### src/hdl/fcl_pkg.sv
package fcl_pkg;

    localparam int CellCount   = 9;
    localparam int CentreSlot  = 4;
    localparam int FaceCount   = 6;
    localparam int CornerCount = 4;
    localparam int QueueDepth  = 2;

    localparam int FaceWidth   = 3;
    localparam int LightWidth  = 4;
    localparam int SumWidth    = 6;
    localparam int OcntWidth   = 3;
    localparam int SlotWidth   = 4;
    localparam int VertexWidth = 2;

    // Fixed slots of the neighbourhood, du outer, dv inner
    localparam logic [SlotWidth-1:0] SlotLoLo = 4'd0;
    localparam logic [SlotWidth-1:0] SlotLoHi = 4'd2;
    localparam logic [SlotWidth-1:0] SlotHiLo = 4'd6;
    localparam logic [SlotWidth-1:0] SlotHiHi = 4'd8;
    localparam logic [SlotWidth-1:0] SlotULo  = 4'd1;
    localparam logic [SlotWidth-1:0] SlotUHi  = 4'd7;
    localparam logic [SlotWidth-1:0] SlotVLo  = 4'd3;
    localparam logic [SlotWidth-1:0] SlotVHi  = 4'd5;
    localparam logic [SlotWidth-1:0] SlotLast = 4'd8;

    typedef enum logic [FaceWidth-1:0] {
        FACE_DOWN  = 3'd0,
        FACE_UP    = 3'd1,
        FACE_EAST  = 3'd2,
        FACE_WEST  = 3'd3,
        FACE_NORTH = 3'd4,
        FACE_SOUTH = 3'd5
    } t_face;

    typedef struct packed {
        logic                  transmits_light;
        logic                  opaque;
        logic [LightWidth-1:0] sky_light;
        logic [LightWidth-1:0] block_light;
    } t_cell;

    // One complete face neighbourhood, handed from front to back
    typedef struct packed {
        logic [FaceWidth-1:0]  face;
        t_cell [CellCount-1:0] cells;
    } t_face_job;

    // Corner of a face at a winding position, as {u_high, v_high}
    function automatic logic [1:0] winding(input logic [FaceWidth-1:0] face,
                                           input logic [VertexWidth-1:0] k);
        logic [7:0] row;
        row = 8'h00;
        case (face)
            FACE_DOWN:  row = 8'b11_10_00_01;
            FACE_UP:    row = 8'b01_00_10_11;
            FACE_EAST:  row = 8'b00_10_11_01;
            FACE_WEST:  row = 8'b11_10_00_01;
            FACE_NORTH: row = 8'b10_00_01_11;
            FACE_SOUTH: row = 8'b11_01_00_10;
            default:    row = 8'h00;
        endcase
        return row[{k, 1'b0} +: 2];
    endfunction

endpackage

### src/hdl/fcl_if.sv
interface fcl_cell_if;
    logic                                valid;
    logic                                ready;
    logic [fcl_pkg::FaceWidth-1:0]       face;
    logic [fcl_pkg::LightWidth-1:0]      block_light;
    logic [fcl_pkg::LightWidth-1:0]      sky_light;
    logic                                opaque;
    logic                                transmits_light;
    logic                                last_cell;

    modport source (output valid, face, block_light, sky_light, opaque, transmits_light,
                    last_cell, input ready);
    modport sink (input valid, face, block_light, sky_light, opaque, transmits_light,
                  last_cell, output ready);
endinterface

interface fcl_corner_if;
    logic                                valid;
    logic                                ready;
    logic [fcl_pkg::VertexWidth-1:0]     vertex_index;
    logic [fcl_pkg::SumWidth-1:0]        block_light_sum;
    logic [fcl_pkg::SumWidth-1:0]        sky_light_sum;
    logic [fcl_pkg::OcntWidth-1:0]       opaque_count;
    logic [fcl_pkg::LightWidth-1:0]      centre_block_light;
    logic [fcl_pkg::LightWidth-1:0]      centre_sky_light;
    logic                                last_corner;

    modport source (output valid, vertex_index, block_light_sum, sky_light_sum, opaque_count,
                    centre_block_light, centre_sky_light, last_corner, input ready);
    modport sink (input valid, vertex_index, block_light_sum, sky_light_sum, opaque_count,
                  centre_block_light, centre_sky_light, last_corner, output ready);
endinterface

### src/hdl/face_corner_light_occlusion_core.sv
// Channel   Dir  Word                                                  Accepted when
// i_cell    in   face, block/sky light, opaque, transmits, last_cell   valid && ready
// o_corner  out  vertex, light sums, opaque count, centre light, last  valid && ready
//
// Cells are taken one per cycle while the face queue has room; a face is nine cells.
// Corners come from the queue head, four per face, one per cycle unless stalled.
// The last cell's face is queued, then its first corner is registered at the output.
// Reset (synchronous, active low) clears the slot counter, queue pointers, corner index and output valid.
// i_cell stalls only while the face queue is full; o_corner stalls hold the output word.
module face_corner_light_occlusion_core #(
    parameter int QueueDepth = fcl_pkg::QueueDepth
) (
    input  logic          i_clk,
    input  logic          i_rst_n,
    fcl_cell_if.sink      i_cell,
    fcl_corner_if.source  o_corner
);

    logic                q_push;
    logic                q_ready;
    logic                q_valid;
    logic                q_pop;
    fcl_pkg::t_face_job  q_in;
    fcl_pkg::t_face_job  q_out;

    fcl_front u_front (
        .i_clk       (i_clk),
        .i_rst_n     (i_rst_n),
        .i_cell      (i_cell),
        .i_job_ready (q_ready),
        .o_job_valid (q_push),
        .o_job       (q_in)
    );

    fcl_queue #(
        .Depth (QueueDepth)
    ) u_queue (
        .i_clk   (i_clk),
        .i_rst_n (i_rst_n),
        .i_push  (q_push),
        .i_data  (q_in),
        .o_ready (q_ready),
        .o_valid (q_valid),
        .o_data  (q_out),
        .i_pop   (q_pop)
    );

    fcl_back u_back (
        .i_clk       (i_clk),
        .i_rst_n     (i_rst_n),
        .i_job_valid (q_valid),
        .i_job       (q_out),
        .o_pop       (q_pop),
        .o_corner    (o_corner)
    );

endmodule

### src/hdl/fcl_front.sv
module fcl_front (
    input  logic                i_clk,
    input  logic                i_rst_n,
    fcl_cell_if.sink            i_cell,
    input  logic                i_job_ready,
    output logic                o_job_valid,
    output fcl_pkg::t_face_job  o_job
);

    logic [fcl_pkg::SlotWidth-1:0] r_count;
    logic [fcl_pkg::SlotWidth-1:0] n_count;
    fcl_pkg::t_cell                r_store [fcl_pkg::CellCount];
    fcl_pkg::t_cell                w_cell;
    logic                          w_accept;

    // Stall cells while the queue has no room for a finished face
    assign i_cell.ready = i_job_ready;
    assign w_accept     = i_cell.valid && i_job_ready;

    assign w_cell.transmits_light = i_cell.transmits_light;
    assign w_cell.opaque          = i_cell.opaque;
    assign w_cell.sky_light       = i_cell.sky_light;
    assign w_cell.block_light     = i_cell.block_light;

    // Advance slot, saturate on the ninth, restart after the last cell
    always_comb begin
        n_count = r_count;
        if (i_cell.last_cell) begin
            n_count = '0;
        end else if (r_count != fcl_pkg::SlotLast) begin
            n_count = r_count + 1'b1;
        end
    end

    always_ff @(posedge i_clk) begin
        if (!i_rst_n) begin
            r_count <= '0;
        end else if (w_accept) begin
            r_count <= n_count;
        end
    end

    always_ff @(posedge i_clk) begin
        if (w_accept) begin
            r_store[r_count] <= w_cell;
        end
    end

    // Snapshot the neighbourhood with the incoming cell in its slot
    always_comb begin
        o_job.face = i_cell.face;
        for (int s = 0; s < fcl_pkg::CellCount; s++) begin
            if (r_count == fcl_pkg::SlotWidth'(s)) begin
                o_job.cells[s] = w_cell;
            end else begin
                o_job.cells[s] = r_store[s];
            end
        end
    end

    // Drop faces with a number outside the six
    assign o_job_valid = w_accept && i_cell.last_cell &&
                         (i_cell.face < fcl_pkg::FaceWidth'(fcl_pkg::FaceCount));

endmodule

### src/hdl/fcl_queue.sv
module fcl_queue #(
    parameter int Depth = fcl_pkg::QueueDepth
) (
    input  logic                i_clk,
    input  logic                i_rst_n,
    input  logic                i_push,
    input  fcl_pkg::t_face_job  i_data,
    output logic                o_ready,
    output logic                o_valid,
    output fcl_pkg::t_face_job  o_data,
    input  logic                i_pop
);

    localparam int PtrWidth = (Depth > 1) ? $clog2(Depth) : 1;
    localparam int CntWidth = $clog2(Depth + 1);

    fcl_pkg::t_face_job     r_mem [Depth];
    logic [PtrWidth-1:0]    r_wr_ptr;
    logic [PtrWidth-1:0]    r_rd_ptr;
    logic [CntWidth-1:0]    r_fill;
    logic                   w_push;
    logic                   w_pop;

    assign o_ready = (r_fill != CntWidth'(Depth));
    assign o_valid = (r_fill != '0);
    assign o_data  = r_mem[r_rd_ptr];
    assign w_push  = i_push && o_ready;
    assign w_pop   = i_pop && o_valid;

    always_ff @(posedge i_clk) begin
        if (w_push) begin
            r_mem[r_wr_ptr] <= i_data;
        end
    end

    // Track pointers and fill level
    always_ff @(posedge i_clk) begin
        if (!i_rst_n) begin
            r_wr_ptr <= '0;
            r_rd_ptr <= '0;
            r_fill   <= '0;
        end else begin
            if (w_push) begin
                r_wr_ptr <= (r_wr_ptr == PtrWidth'(Depth - 1)) ? '0 : r_wr_ptr + 1'b1;
            end
            if (w_pop) begin
                r_rd_ptr <= (r_rd_ptr == PtrWidth'(Depth - 1)) ? '0 : r_rd_ptr + 1'b1;
            end
            if (w_push && !w_pop) begin
                r_fill <= r_fill + 1'b1;
            end else if (w_pop && !w_push) begin
                r_fill <= r_fill - 1'b1;
            end
        end
    end

endmodule

### src/hdl/fcl_back.sv
module fcl_back (
    input  logic                i_clk,
    input  logic                i_rst_n,
    input  logic                i_job_valid,
    input  fcl_pkg::t_face_job  i_job,
    output logic                o_pop,
    fcl_corner_if.source        o_corner
);

    logic [fcl_pkg::VertexWidth-1:0] r_k;
    logic                            r_valid;
    logic [fcl_pkg::VertexWidth-1:0] r_vertex;
    logic [fcl_pkg::SumWidth-1:0]    r_bsum;
    logic [fcl_pkg::SumWidth-1:0]    r_ssum;
    logic [fcl_pkg::OcntWidth-1:0]   r_ocnt;
    logic [fcl_pkg::LightWidth-1:0]  r_cblk;
    logic [fcl_pkg::LightWidth-1:0]  r_csky;
    logic                            r_last;

    logic                            w_advance;
    logic [1:0]                      w_corner;
    fcl_pkg::t_cell                  w_ctr;
    fcl_pkg::t_cell                  w_side;
    fcl_pkg::t_cell                  w_other;
    fcl_pkg::t_cell                  w_diag;
    logic [fcl_pkg::LightWidth-1:0]  w_b_side, w_b_other, w_b_diag;
    logic [fcl_pkg::LightWidth-1:0]  w_s_side, w_s_other, w_s_diag;
    logic [fcl_pkg::SumWidth-1:0]    w_bsum;
    logic [fcl_pkg::SumWidth-1:0]    w_ssum;
    logic [fcl_pkg::OcntWidth-1:0]   w_ocnt;

    // Step one corner whenever a face is queued and the output register is free or being drained
    assign w_advance = i_job_valid && (!r_valid || o_corner.ready);
    assign o_pop     = w_advance && (r_k == fcl_pkg::VertexWidth'(fcl_pkg::CornerCount - 1));

    // Pick the four cells of this corner
    always_comb begin
        w_corner = fcl_pkg::winding(i_job.face, r_k);
        w_ctr    = i_job.cells[fcl_pkg::CentreSlot];
        w_side   = w_corner[1] ? i_job.cells[fcl_pkg::SlotUHi] : i_job.cells[fcl_pkg::SlotULo];
        w_other  = w_corner[0] ? i_job.cells[fcl_pkg::SlotVHi] : i_job.cells[fcl_pkg::SlotVLo];
        case (w_corner)
            2'b00:   w_diag = i_job.cells[fcl_pkg::SlotLoLo];
            2'b01:   w_diag = i_job.cells[fcl_pkg::SlotLoHi];
            2'b10:   w_diag = i_job.cells[fcl_pkg::SlotHiLo];
            2'b11:   w_diag = i_job.cells[fcl_pkg::SlotHiHi];
            default: w_diag = i_job.cells[fcl_pkg::SlotLoLo];
        endcase
        // Closed corner: side edge stands in for the diagonal
        if (!w_side.transmits_light && !w_other.transmits_light) begin
            w_diag = w_side;
        end
    end

    // Replace dark neighbours with the centre level
    always_comb begin
        w_b_side  = (w_side.block_light  == '0) ? w_ctr.block_light : w_side.block_light;
        w_b_other = (w_other.block_light == '0) ? w_ctr.block_light : w_other.block_light;
        w_b_diag  = (w_diag.block_light  == '0) ? w_ctr.block_light : w_diag.block_light;
        w_s_side  = (w_side.sky_light    == '0) ? w_ctr.sky_light   : w_side.sky_light;
        w_s_other = (w_other.sky_light   == '0) ? w_ctr.sky_light   : w_other.sky_light;
        w_s_diag  = (w_diag.sky_light    == '0) ? w_ctr.sky_light   : w_diag.sky_light;
        w_bsum = fcl_pkg::SumWidth'(w_b_side) + fcl_pkg::SumWidth'(w_b_other) +
                 fcl_pkg::SumWidth'(w_b_diag) + fcl_pkg::SumWidth'(w_ctr.block_light);
        w_ssum = fcl_pkg::SumWidth'(w_s_side) + fcl_pkg::SumWidth'(w_s_other) +
                 fcl_pkg::SumWidth'(w_s_diag) + fcl_pkg::SumWidth'(w_ctr.sky_light);
        w_ocnt = fcl_pkg::OcntWidth'(w_side.opaque) + fcl_pkg::OcntWidth'(w_other.opaque) +
                 fcl_pkg::OcntWidth'(w_diag.opaque) + fcl_pkg::OcntWidth'(w_ctr.opaque);
    end

    // Control: corner index and output valid
    always_ff @(posedge i_clk) begin
        if (!i_rst_n) begin
            r_k     <= '0;
            r_valid <= 1'b0;
        end else begin
            if (w_advance) begin
                r_k     <= r_k + 1'b1;
                r_valid <= 1'b1;
            end else if (o_corner.ready) begin
                r_valid <= 1'b0;
            end
        end
    end

    // Output word register
    always_ff @(posedge i_clk) begin
        if (w_advance) begin
            r_vertex <= r_k;
            r_bsum   <= w_bsum;
            r_ssum   <= w_ssum;
            r_ocnt   <= w_ocnt;
            r_cblk   <= w_ctr.block_light;
            r_csky   <= w_ctr.sky_light;
            r_last   <= (r_k == fcl_pkg::VertexWidth'(fcl_pkg::CornerCount - 1));
        end
    end

    assign o_corner.valid              = r_valid;
    assign o_corner.vertex_index       = r_vertex;
    assign o_corner.block_light_sum    = r_bsum;
    assign o_corner.sky_light_sum      = r_ssum;
    assign o_corner.opaque_count       = r_ocnt;
    assign o_corner.centre_block_light = r_cblk;
    assign o_corner.centre_sky_light   = r_csky;
    assign o_corner.last_corner        = r_last;

endmodule

### src/flat_wrapper.sv
// flat-port wrapper written by rule: the top's interface ports become plain ports
module face_corner_light_occlusion_core_flat 
#(
    parameter int QueueDepth = fcl_pkg::QueueDepth
)
  (i_clk, i_rst_n, i_cell_valid, i_cell_face, i_cell_block_light, i_cell_sky_light, i_cell_opaque, i_cell_transmits_light, i_cell_last_cell, i_cell_ready, o_corner_valid, o_corner_vertex_index, o_corner_block_light_sum, o_corner_sky_light_sum, o_corner_opaque_count, o_corner_centre_block_light, o_corner_centre_sky_light, o_corner_last_corner, o_corner_ready);
  fcl_cell_if i_cell_i ();
  fcl_corner_if o_corner_i ();
  input  logic i_clk;
  input  logic i_rst_n;
  input wire logic [$bits(i_cell_i.valid)-1:0] i_cell_valid;
  input wire logic [$bits(i_cell_i.face)-1:0] i_cell_face;
  input wire logic [$bits(i_cell_i.block_light)-1:0] i_cell_block_light;
  input wire logic [$bits(i_cell_i.sky_light)-1:0] i_cell_sky_light;
  input wire logic [$bits(i_cell_i.opaque)-1:0] i_cell_opaque;
  input wire logic [$bits(i_cell_i.transmits_light)-1:0] i_cell_transmits_light;
  input wire logic [$bits(i_cell_i.last_cell)-1:0] i_cell_last_cell;
  output wire logic [$bits(i_cell_i.ready)-1:0] i_cell_ready;
  output wire logic [$bits(o_corner_i.valid)-1:0] o_corner_valid;
  output wire logic [$bits(o_corner_i.vertex_index)-1:0] o_corner_vertex_index;
  output wire logic [$bits(o_corner_i.block_light_sum)-1:0] o_corner_block_light_sum;
  output wire logic [$bits(o_corner_i.sky_light_sum)-1:0] o_corner_sky_light_sum;
  output wire logic [$bits(o_corner_i.opaque_count)-1:0] o_corner_opaque_count;
  output wire logic [$bits(o_corner_i.centre_block_light)-1:0] o_corner_centre_block_light;
  output wire logic [$bits(o_corner_i.centre_sky_light)-1:0] o_corner_centre_sky_light;
  output wire logic [$bits(o_corner_i.last_corner)-1:0] o_corner_last_corner;
  input wire logic [$bits(o_corner_i.ready)-1:0] o_corner_ready;
  assign i_cell_i.valid = i_cell_valid;
  assign i_cell_i.face = i_cell_face;
  assign i_cell_i.block_light = i_cell_block_light;
  assign i_cell_i.sky_light = i_cell_sky_light;
  assign i_cell_i.opaque = i_cell_opaque;
  assign i_cell_i.transmits_light = i_cell_transmits_light;
  assign i_cell_i.last_cell = i_cell_last_cell;
  assign i_cell_ready = i_cell_i.ready;
  assign o_corner_valid = o_corner_i.valid;
  assign o_corner_vertex_index = o_corner_i.vertex_index;
  assign o_corner_block_light_sum = o_corner_i.block_light_sum;
  assign o_corner_sky_light_sum = o_corner_i.sky_light_sum;
  assign o_corner_opaque_count = o_corner_i.opaque_count;
  assign o_corner_centre_block_light = o_corner_i.centre_block_light;
  assign o_corner_centre_sky_light = o_corner_i.centre_sky_light;
  assign o_corner_last_corner = o_corner_i.last_corner;
  assign o_corner_i.ready = o_corner_ready;
  face_corner_light_occlusion_core #(.QueueDepth(QueueDepth)) u_core (.i_clk(i_clk), .i_rst_n(i_rst_n), .i_cell(i_cell_i), .o_corner(o_corner_i));
endmodule
### config.mk
export PLATFORM = sky130hd
export DESIGN_NAME = face_corner_light_occlusion_core_flat
export DESIGN_NICKNAME = d
export VERILOG_FILES = /design/src/hdl/fcl_pkg.sv /design/src/hdl/fcl_if.sv /design/src/hdl/face_corner_light_occlusion_core.sv /design/src/hdl/fcl_front.sv /design/src/hdl/fcl_queue.sv /design/src/hdl/fcl_back.sv /design/src/flat_wrapper.sv
export SDC_FILE = /design/constraint.sdc
export NUM_CORES = 1
export LEC_CHECK = 0
export BUFFER_PORTS_ARGS = -buffer_cell sky130_fd_sc_hd__buf_4
export CAP_MARGIN = 20
export CORE_MARGIN = 8
export CORE_UTILIZATION = 50
export DETAILED_ROUTE_END_ITERATION = 10
export MAX_ROUTING_LAYER = met4
export PLACE_DENSITY_LB_ADDON = 0.1
export SLEW_MARGIN = 40
export SYNTH_ARGS = -nofsm -noshare
export SYNTH_HDL_FRONTEND = slang
export SYNTH_HIERARCHICAL = 1
export SYNTH_SLANG_ARGS = --single-unit
### constraint.sdc
create_clock -name i_clk -period 13.1 [get_ports i_clk]
set_input_delay 3.275 -clock i_clk [delete_from_list [all_inputs] [get_ports i_clk]]
set_output_delay 3.275 -clock i_clk [all_outputs]
set_load 0.005 [all_outputs]
Word level (Yosys, flattened, before mapping)
Memory sizes are Yosys's and may differ from the RTL's. A register that Yosys moved wholly into a read port is not among the register bits.
Index checks and enable logic that the tools add are counted.
{"block": "word_totals", "ff_bits": 37, "mem_bits_rw": 276, "in_bits": 18, "out_inout_bits": 28, "wordCells": 116, "mem_count": 2}
{"name": "u_core.u_queue.r_mem", "words": 2, "word_bits": 93, "rd": 1, "rd_ports_with_merged_regs": 1, "write_ports": 1, "line_no": "fcl_queue.sv:17", "rtl": "fcl_pkg::t_face_job r_mem [Depth];"}
{"name": "u_core.u_front.r_store", "words": 9, "word_bits": 10, "rd": 9, "rd_ports_with_merged_regs": 0, "write_ports": 1, "line_no": "fcl_front.sv:12", "rtl": "fcl_pkg::t_cell r_store [fcl_pkg::CellCount];"}
{"block": "op_classes", "n_addsub": 15, "order_cmp": 1, "n_eq_ne": 19, "shifts": 1, "mux": 34, "n_reduce_logical": 31}
{"operator": "10-bit two-way mux", "n": 11}
{"operator": "8-bit one-hot mux with 5 select lines", "n": 1}
{"operator": "9-bit one-hot mux with 4 select lines", "n": 1}
{"operator": "4-bit two-way mux", "n": 8}
{"operator": "4-bit logical NOT", "n": 7}
{"operator": "4-bit by 3-bit == test with 1-bit output (second input constant)", "n": 4}
{"operator": "5-bit by 4-bit adder with 6-bit output", "n": 2}
{"operator": "6-bit by 4-bit adder with 6-bit output", "n": 2}
{"operator": "4-bit by 4-bit adder with 5-bit output", "n": 2}
{"operator": "1-bit logical AND", "n": 10}
{"operator": "1-bit two-way mux", "n": 10}
{"operator": "9-bit two-way mux", "n": 1}
{"operator": "4-bit by 2-bit == test with 1-bit output (second input constant)", "n": 2}
{"operator": "2-bit nonzero test", "n": 4}
{"operator": "8-bit by 4-bit indexed part select with 2-bit output", "n": 1}
{"operator": "2-bit == test (second input constant)", "n": 3}
{"operator": "3-bit by 2-bit == test with 1-bit output (second input constant)", "n": 2}
{"operator": "3-bit == test (second input constant)", "n": 2}
{"operator": "1-bit logical NOT", "n": 5}
{"operator": "2-bit by 1-bit adder with 2-bit output (second input constant)", "n": 2}
{"operator": "4-bit by 1-bit adder with 4-bit output (second input constant)", "n": 1}
{"operator": "4-bit by 1-bit == test with 1-bit output (second input constant)", "n": 1}
{"operator": "4-bit == test (second input constant)", "n": 1}
{"operator": "2-bit two-way mux", "n": 2}
{"operator": "other kinds (15)", "n": 16}

Longest topological paths before layout
Gate-level depths: netlist of the first run.
{"block": "logic_depth", "depth_word": 12, "mapped_depth": 22, "ltp_nobuf": 18}

Modules after synthesis
The synthesis of the first run kept the hierarchy.
{"module": "fcl_queue", "n_inst": 1, "cells_each": 313, "area_per_inst_um2": 6971.7, "seq_area_each_um2": 5685.5}
{"module": "fcl_front", "n_inst": 1, "cells_each": 242, "area_per_inst_um2": 4176.5, "seq_area_each_um2": 2782.7}
{"module": "fcl_back", "n_inst": 1, "cells_each": 330, "area_per_inst_um2": 2995.4, "seq_area_each_um2": 840.8}

Worst setup path before layout of the first run
No wires, ideal clock.
{"block": "synth_path", "kind": "input -> register", "startpoint": "input i_cell_valid", "endpoint": "memory u_core/u_queue/r_mem[1][0] in the netlist's numbering, enable pin", "setup_ns": 0.463, "arrival_time_ns": 5.867, "required_ns": 12.637, "setup_slack_ns": 6.771, "cell_stages": 3, "n_path_buf": 0, "cell_sequence": "and2_1 -> and3_1 -> and3_1"}
{"block": "synth_via", "elab_chain_len": 6}
{"element": "start, declared", "line_no": "flat_wrapper.sv:11", "rtl": "input wire logic [$bits(i_cell_i.valid)-1:0] i_cell_valid;"}
{"element": "1-bit logical AND", "line_no": "fcl_front.sv:18", "rtl": "assign w_accept = i_cell.valid && i_job_ready;"}
{"element": "1-bit logical AND (2 in series)", "line_no": "fcl_front.sv:62", "rtl": "assign o_job_valid = w_accept && i_cell.last_cell &&"}
{"element": "named net u_core.q_push", "line_no": "face_corner_light_occlusion_core.sv:19", "rtl": "logic q_push;"}
{"element": "1-bit logical AND", "line_no": "fcl_queue.sv:27", "rtl": "assign w_push = i_push && o_ready;"}
{"element": "1-bit two-way mux", "line_no": "fcl_queue.sv:31", "rtl": "if (w_push) begin"}
{"element": "1-bit two-way mux (implied by the code)", "line_no": "fcl_queue.sv:32", "rtl": "r_mem[r_wr_ptr] <= i_data;"}
{"element": "end, declared", "line_no": "fcl_queue.sv:17"}
The timed path passes the listed nets, and every way through them passes these cells.

==> results of run 1 <==
sequential cells by signal (all words and copies together) (netlist names), 3 cells and up, named ones only:
register,flops
u_core/u_queue/r_mem,176
u_core/u_front/r_store,85
u_core/u_back/o_corner.block_light_sum,6
u_core/u_back/o_corner.sky_light_sum,6
u_core/u_back/o_corner.centre_block_light,4
u_core/u_back/o_corner.centre_sky_light,4
u_core/u_front/r_count,4
u_core/u_back/o_corner.opaque_count,3
power by group through the flow:
stage | Combinational (mW) | Sequential (mW) | Clock [mW]
2_1_floorplan | 0.233 | 1.14 | 0
3_3_place_gp | 0.335 | 1.14 | 0
3_5_place_dp | 0.347 | 1.14 | 0
4_1_cts | 0.349 | 1.12 | 0.971
5_1_grt | 0.388 | 1.12 | 1.01
6_report | 0.345 | 1.12 | 0.951
metal layers:
metal,global-route usage,vias to the layer above,wire [µm]
met3,0.02648,52,1057
met5,-,-,0
li1,-,3374,-
met1,0.2232,3653,12760
met4,0.05126,0,615
met2,0.2932,165,13810
layout make-up:
class                   count  area (µm²)
well taps                 341       426.7
multi-input cells         478        4267
repair buffers             54       429.2
fillers                  2104       11520
clock inverters            26       344.1
clock buffers              32       779.5
inverters                  45       170.2
flip-flops and latches    299        8862
stage by stage:
step	instance area, µm²	hold WS [ps]	instances
6_report	15280	550.2	1275
5_1_grt	15280	568.4	1275
4_1_cts	15250	551.6	1273
3_5_place_dp	14120	545.0	1215
3_3_place_gp	14110	513.7	1215
2_1_floorplan	13580	456.8	860
worst paths after layout:
kind / to / slack [ps] / depth (start not counted)
max reg2reg: u_core/u_back/o_corner.sky_light_sum[5]$_DFFE_PP_ / 7520 / 15
min reg2reg: u_core/u_front/r_count[3]$_SDFFE_PN0P_ / 550 / 2
min: u_core/u_front/r_count[3]$_SDFFE_PN0P_ / 550 / 2
max: u_core/u_back/o_corner.sky_light_sum[5]$_DFFE_PP_ / 7520 / 15
worst reg2reg max path, stage by stage, from the launching register on:
cell and delay (ps):
dfxtp_4 540, buf_6 570, mux2_2 520, nand2b_1 270
nand3_1 200, nand3_2 510, a21oi_1 510, o22ai_1 140
fa_1 490, inv_1 50, fa_1 530, inv_1 40
ha_1 210, fa_1 410, a21o_1 190, a21o_1 160
==> results.yml, run 1 <==
setup_path:
  critical_path.top_delay_family: "adder cells"
  endpoint_kind: "flop"
  cpPeakStageDelay_ps: 560
  setup.worst_path.start_class: "flop"
  critPathRequiredTime_ps: 13410
  crit_path_top_delay_cell: "buf_6"
  cp.buffers_inverters: 3
  worstPathArrival_ps: 5890
  path_max_fanout: 68
  crit_top_cell: "fa_1"
  critPathKind: "flop to flop"
  path_cells: "buf_6 > mux2_2 > nand2b_1 > nand3_1 > nand3_2 > a21oi_1 > o22ai_1 > fa_1 > inv_1 > fa_1 > inv_1 > ha_1 > fa_1 > a21o_1 > a21o_1"
floorplan:
  ioPinCount: 46
  die-width_um: 180.8
  start_util: 0.5067
  rows: 60
  core_area_um2: 26800
  dieArea_um2: 32690
  fp.dieH_um: 180.8
clock_tree:
  clk_pin_slew_worst_paths_ps: 60
  post_cts_buffers: 0
  insertion_delay_ps: 550
  htreeDepth: 1
  cts_resized: 0
  root_buffer: "clkbuf_16"
  clock_sinks: 299
  cts_hold_buf: 0
  clockBufferDepth: 3
  cts_tree: "built"
  cts_buffers: 31
finish:
  area_growth_pct: 12.50
  diodes: 0
  final_cell_mix: "edfxtp_1 (287), mux2_2 (178), buf_4 (50)"
  final_util: 0.5701
  final_nets: 963
  drive_gt1_frac: 0.3276
  final_common_cell: "edfxtp_1"
place:
  dp_slack_ps: 7429
  dp_hpwl_mm: 18.10
  portBuffers: 45
  gp_congestion: 0.8620
sta:
  fmax_mhz: 179.2
  setup_ws_ps: 7518
  final-hold-violation-count: 0
  slew_headroom: 0.4784
  rsz0062_at_grt: "no"
  maxSlewViolCount: 0
  fin_skew_ps: 7.872
  setup_violations: 0
  fin_crit_sh: 0.4261
  min_period_ps: 5582
  worst_pin_slew_ps: 782.1
  tns_ps: 0
power:
  clock_power_share: 0.394
  p_sw_frac: 0.2358
  p_seq_frac: 0.463
  p_leak_nw: 5.366
  pwr-share-comb: 0.143
  intPower_mw: 1.845
  p_per_area_nw_per_um2: 158.0
  switchingPower_mw: 0.5692
  ir_drop_v: 0.00008540
  totalPowerFinal_mw: 2.414
worst_hold_path:
  holdCritStartpoint: "u_core/u_front/r_count[3]$_SDFFE_PN0P_"
  hold_path.class: "flop to flop"
run:
  cap_violations: 0
detailed_routing:
  via_per_inst: 5.682
  drc: 0
  drtIter0Drc: 430
  dr.pass1.iters: 5
  wl_mm: 28.24
  ant_nets: 0
  routed-via-count: 7244
  wl_per_cell_um: 22.15
synth:
  yosysWarnings: 6
  syn_nets: 914
  synthCells: 860
  syn_area_um2: 13580
  avgSynthCellArea_um2: 15.79
global_route:
  grt_max_degree: 69
  track_usage: 0.1766
  first_global_vias: 7580
  grt_pass1_wl_mm: 43.82
  grt-ovfl-total: 0
  antenna_found_initial: 0
outcome:
  status: "finished clean"
No activity file was read; power rests on OpenSTA's default activity.
==> run 2, diff against run 1 <==
Clock period 13.1 ns to 5.8 ns, I/O delays scaled along.
==> results.yml, run 2 (synthesis gave the netlist of run 1 again) <==
sta:
  tns_ps: 0
  worst_pin_slew_ps: 779.0
  rsz0062_at_grt: "no"
  fin_skew_ps: 8.242
  fmax_mhz: 198.3
  fin_crit_sh: 0.8694
  final-hold-violation-count: 0
  maxSlewViolCount: 0
  whs_ps: 559.7
  setup_violations: 0
  slew_headroom: 0.4794
  setup_ws_ps: 757.3
  min_period_ps: 5043
finish:
  final_area_um2: 15250
  area_growth_pct: 12.28
  drive_gt1_frac: 0.3266
  largest_reg_flops: 176
  final_cell_mix: "edfxtp_1 (287), mux2_2 (178), buf_4 (54)"
  stdcell_count: 1275
  largestRegisters: "u_core/u_queue/r_mem (176), u_core/u_front/r_store (85)"
  final_nets: 964
  top_register: "u_core/u_queue/r_mem"
  fill_cells: 2085
  diodes: 0
  final_common_cell: "edfxtp_1"
run:
  cap_violations: 0
power:
  intPower_mw: 4.109
  p_seq_frac: 0.470
  p_per_area_nw_per_um2: 352.8
  p_sw_frac: 0.2361
  clock_power_share: 0.386
  pwr-share-comb: 0.144
  ir_drop_v: 0.0002737
  switchingPower_mw: 1.270
  p_leak_nw: 5.361
global_route:
  grtUsageMet1: 0.2137
  grt_max_degree: 44
  use_met2: 0.3066
  met3_usage: 0.02728
  track_usage: 0.1768
  busiest_layer: "met2"
  antenna_found_initial: 0
  grt_pass1_wl_mm: 43.77
  grt-ovfl-total: 0
  first_global_vias: 7740
clock_tree:
  clockBufferDepth: 3
  clk_pin_slew_worst_paths_ps: 60
  root_buffer: "clkbuf_16"
  clock_sinks: 299
  post_cts_buffers: 0
  cts_hold_buf: 0
  cts_resized: 0
  htreeDepth: 1
  cts_tree: "built"
  insertion_delay_ps: 550
  cts_buffers: 30
floorplan:
  ioPinCount: 46
  fp.dieH_um: 180.8
  core_area_um2: 26800
  dieArea_um2: 32690
  rows: 60
  die-width_um: 180.8
  start_util: 0.5067
worst_hold_path:
  hold_path.class: "flop to flop"
place:
  dp_hpwl_mm: 18.38
  dpl-instance-area_um2: 14170
  numPlacedInstances: 1219
  dp_slack_ps: 782.9
  portBuffers: 45
  gp_congestion: 0.8223
setup_path:
  endpoint_kind: "flop"
  setup.worst_path.start_class: "flop"
  critPathRequiredTime_ps: 6090
  worstPathArrival_ps: 5340
  path_max_fanout: 41
  critPathKind: "flop to flop"
  reg2reg_slack_ps: 760
detailed_routing:
  drtIter0Drc: 637
  ant_nets: 0
  dr.pass1.iters: 6
  via_per_inst: 5.696
  routed-via-count: 7262
  drc: 0
  wl_mm: 28.34
  wl_per_cell_um: 22.23
outcome:
  status: "finished clean"
-- run 2: cell types whose count changed in the layout (fill, tap and decap cells not counted), sizes merged --
cell,change
clkinv,+2
clkinvlp,-2
inv,-1
bufinv,-1
buf,+2
-- run 2: power groups by stage --
stage / Combinational (mW) / Clock [mW] / Sequential (mW)
after CTS: 0.786 / 2.13 / 2.53
after global placement: 0.759 / 0 / 2.57
after detailed placement: 0.779 / 0 / 2.57
final: 0.777 / 2.08 / 2.53
after floorplan: 0.525 / 0 / 2.57
after global routing: 0.876 / 2.20 / 2.53
-- run 2: final timing paths --
path	to	cells after the start	from
worst max-delay path	u_core/u_back/o_corner.block_light_sum[5]$_DFFE_PP_	15	flop
worst min-delay path	u_core/u_front/r_count[3]$_SDFFE_PN0P_	2	u_core/u_front/r_count[3]$_SDFFE_PN0P_
worst max register to register	u_core/u_back/o_corner.block_light_sum[5]$_DFFE_PP_	15	flop
worst min register to register	u_core/u_front/r_count[3]$_SDFFE_PN0P_	2	u_core/u_front/r_count[3]$_SDFFE_PN0P_
-- run 2: layer usage --
metal  vias to the layer above  wire [µm]  share of wire
li1                       3372          -              -
met1                      3707      12300           0.43
met2                       140      14320           0.51
met3                        43       1130          0.040
met4                         0        581          0.021
met5                         -          0              0
-- run 2: cell type report --
type	instances	area, µm²	share of cell area
Sequential cell	299	8862	0.5812
Multi-Input combinational cell	478	4269	0.2800
Clock buffer	32	779.5	0.05112
Timing Repair Buffer	56	445.4	0.02921
Tap cell	341	426.7	0.02798
Clock inverter	24	294.0	0.01928
Inverter	45	171.4	0.01124
-- run 2: stage by stage --
| step | power, mW | util |
|---|---|---|
| after floorplan | 3.097 | - |
| after global placement | 3.331 | 0.5269 |
| after detailed placement | 3.353 | 0.5289 |
| after CTS | 5.441 | 0.5689 |
| after global routing | 5.614 | 0.5690 |
| final | 5.379 | 0.5690 |
-- run 2: worst max-delay path, stage by stage, from the launching register on --
cell and delay [ps]:
dfxtp_4 490, buf_4 550, buf_4 520, mux2_2 400
and4_1 170, a31oi_1 130, nand3_1 90, o21ai_0 550
mux2i_1 250, o31a_1 360, fa_1 500, inv_1 40
ha_1 320, nor2b_1 140, o21ai_0 140, nand2b_1 70
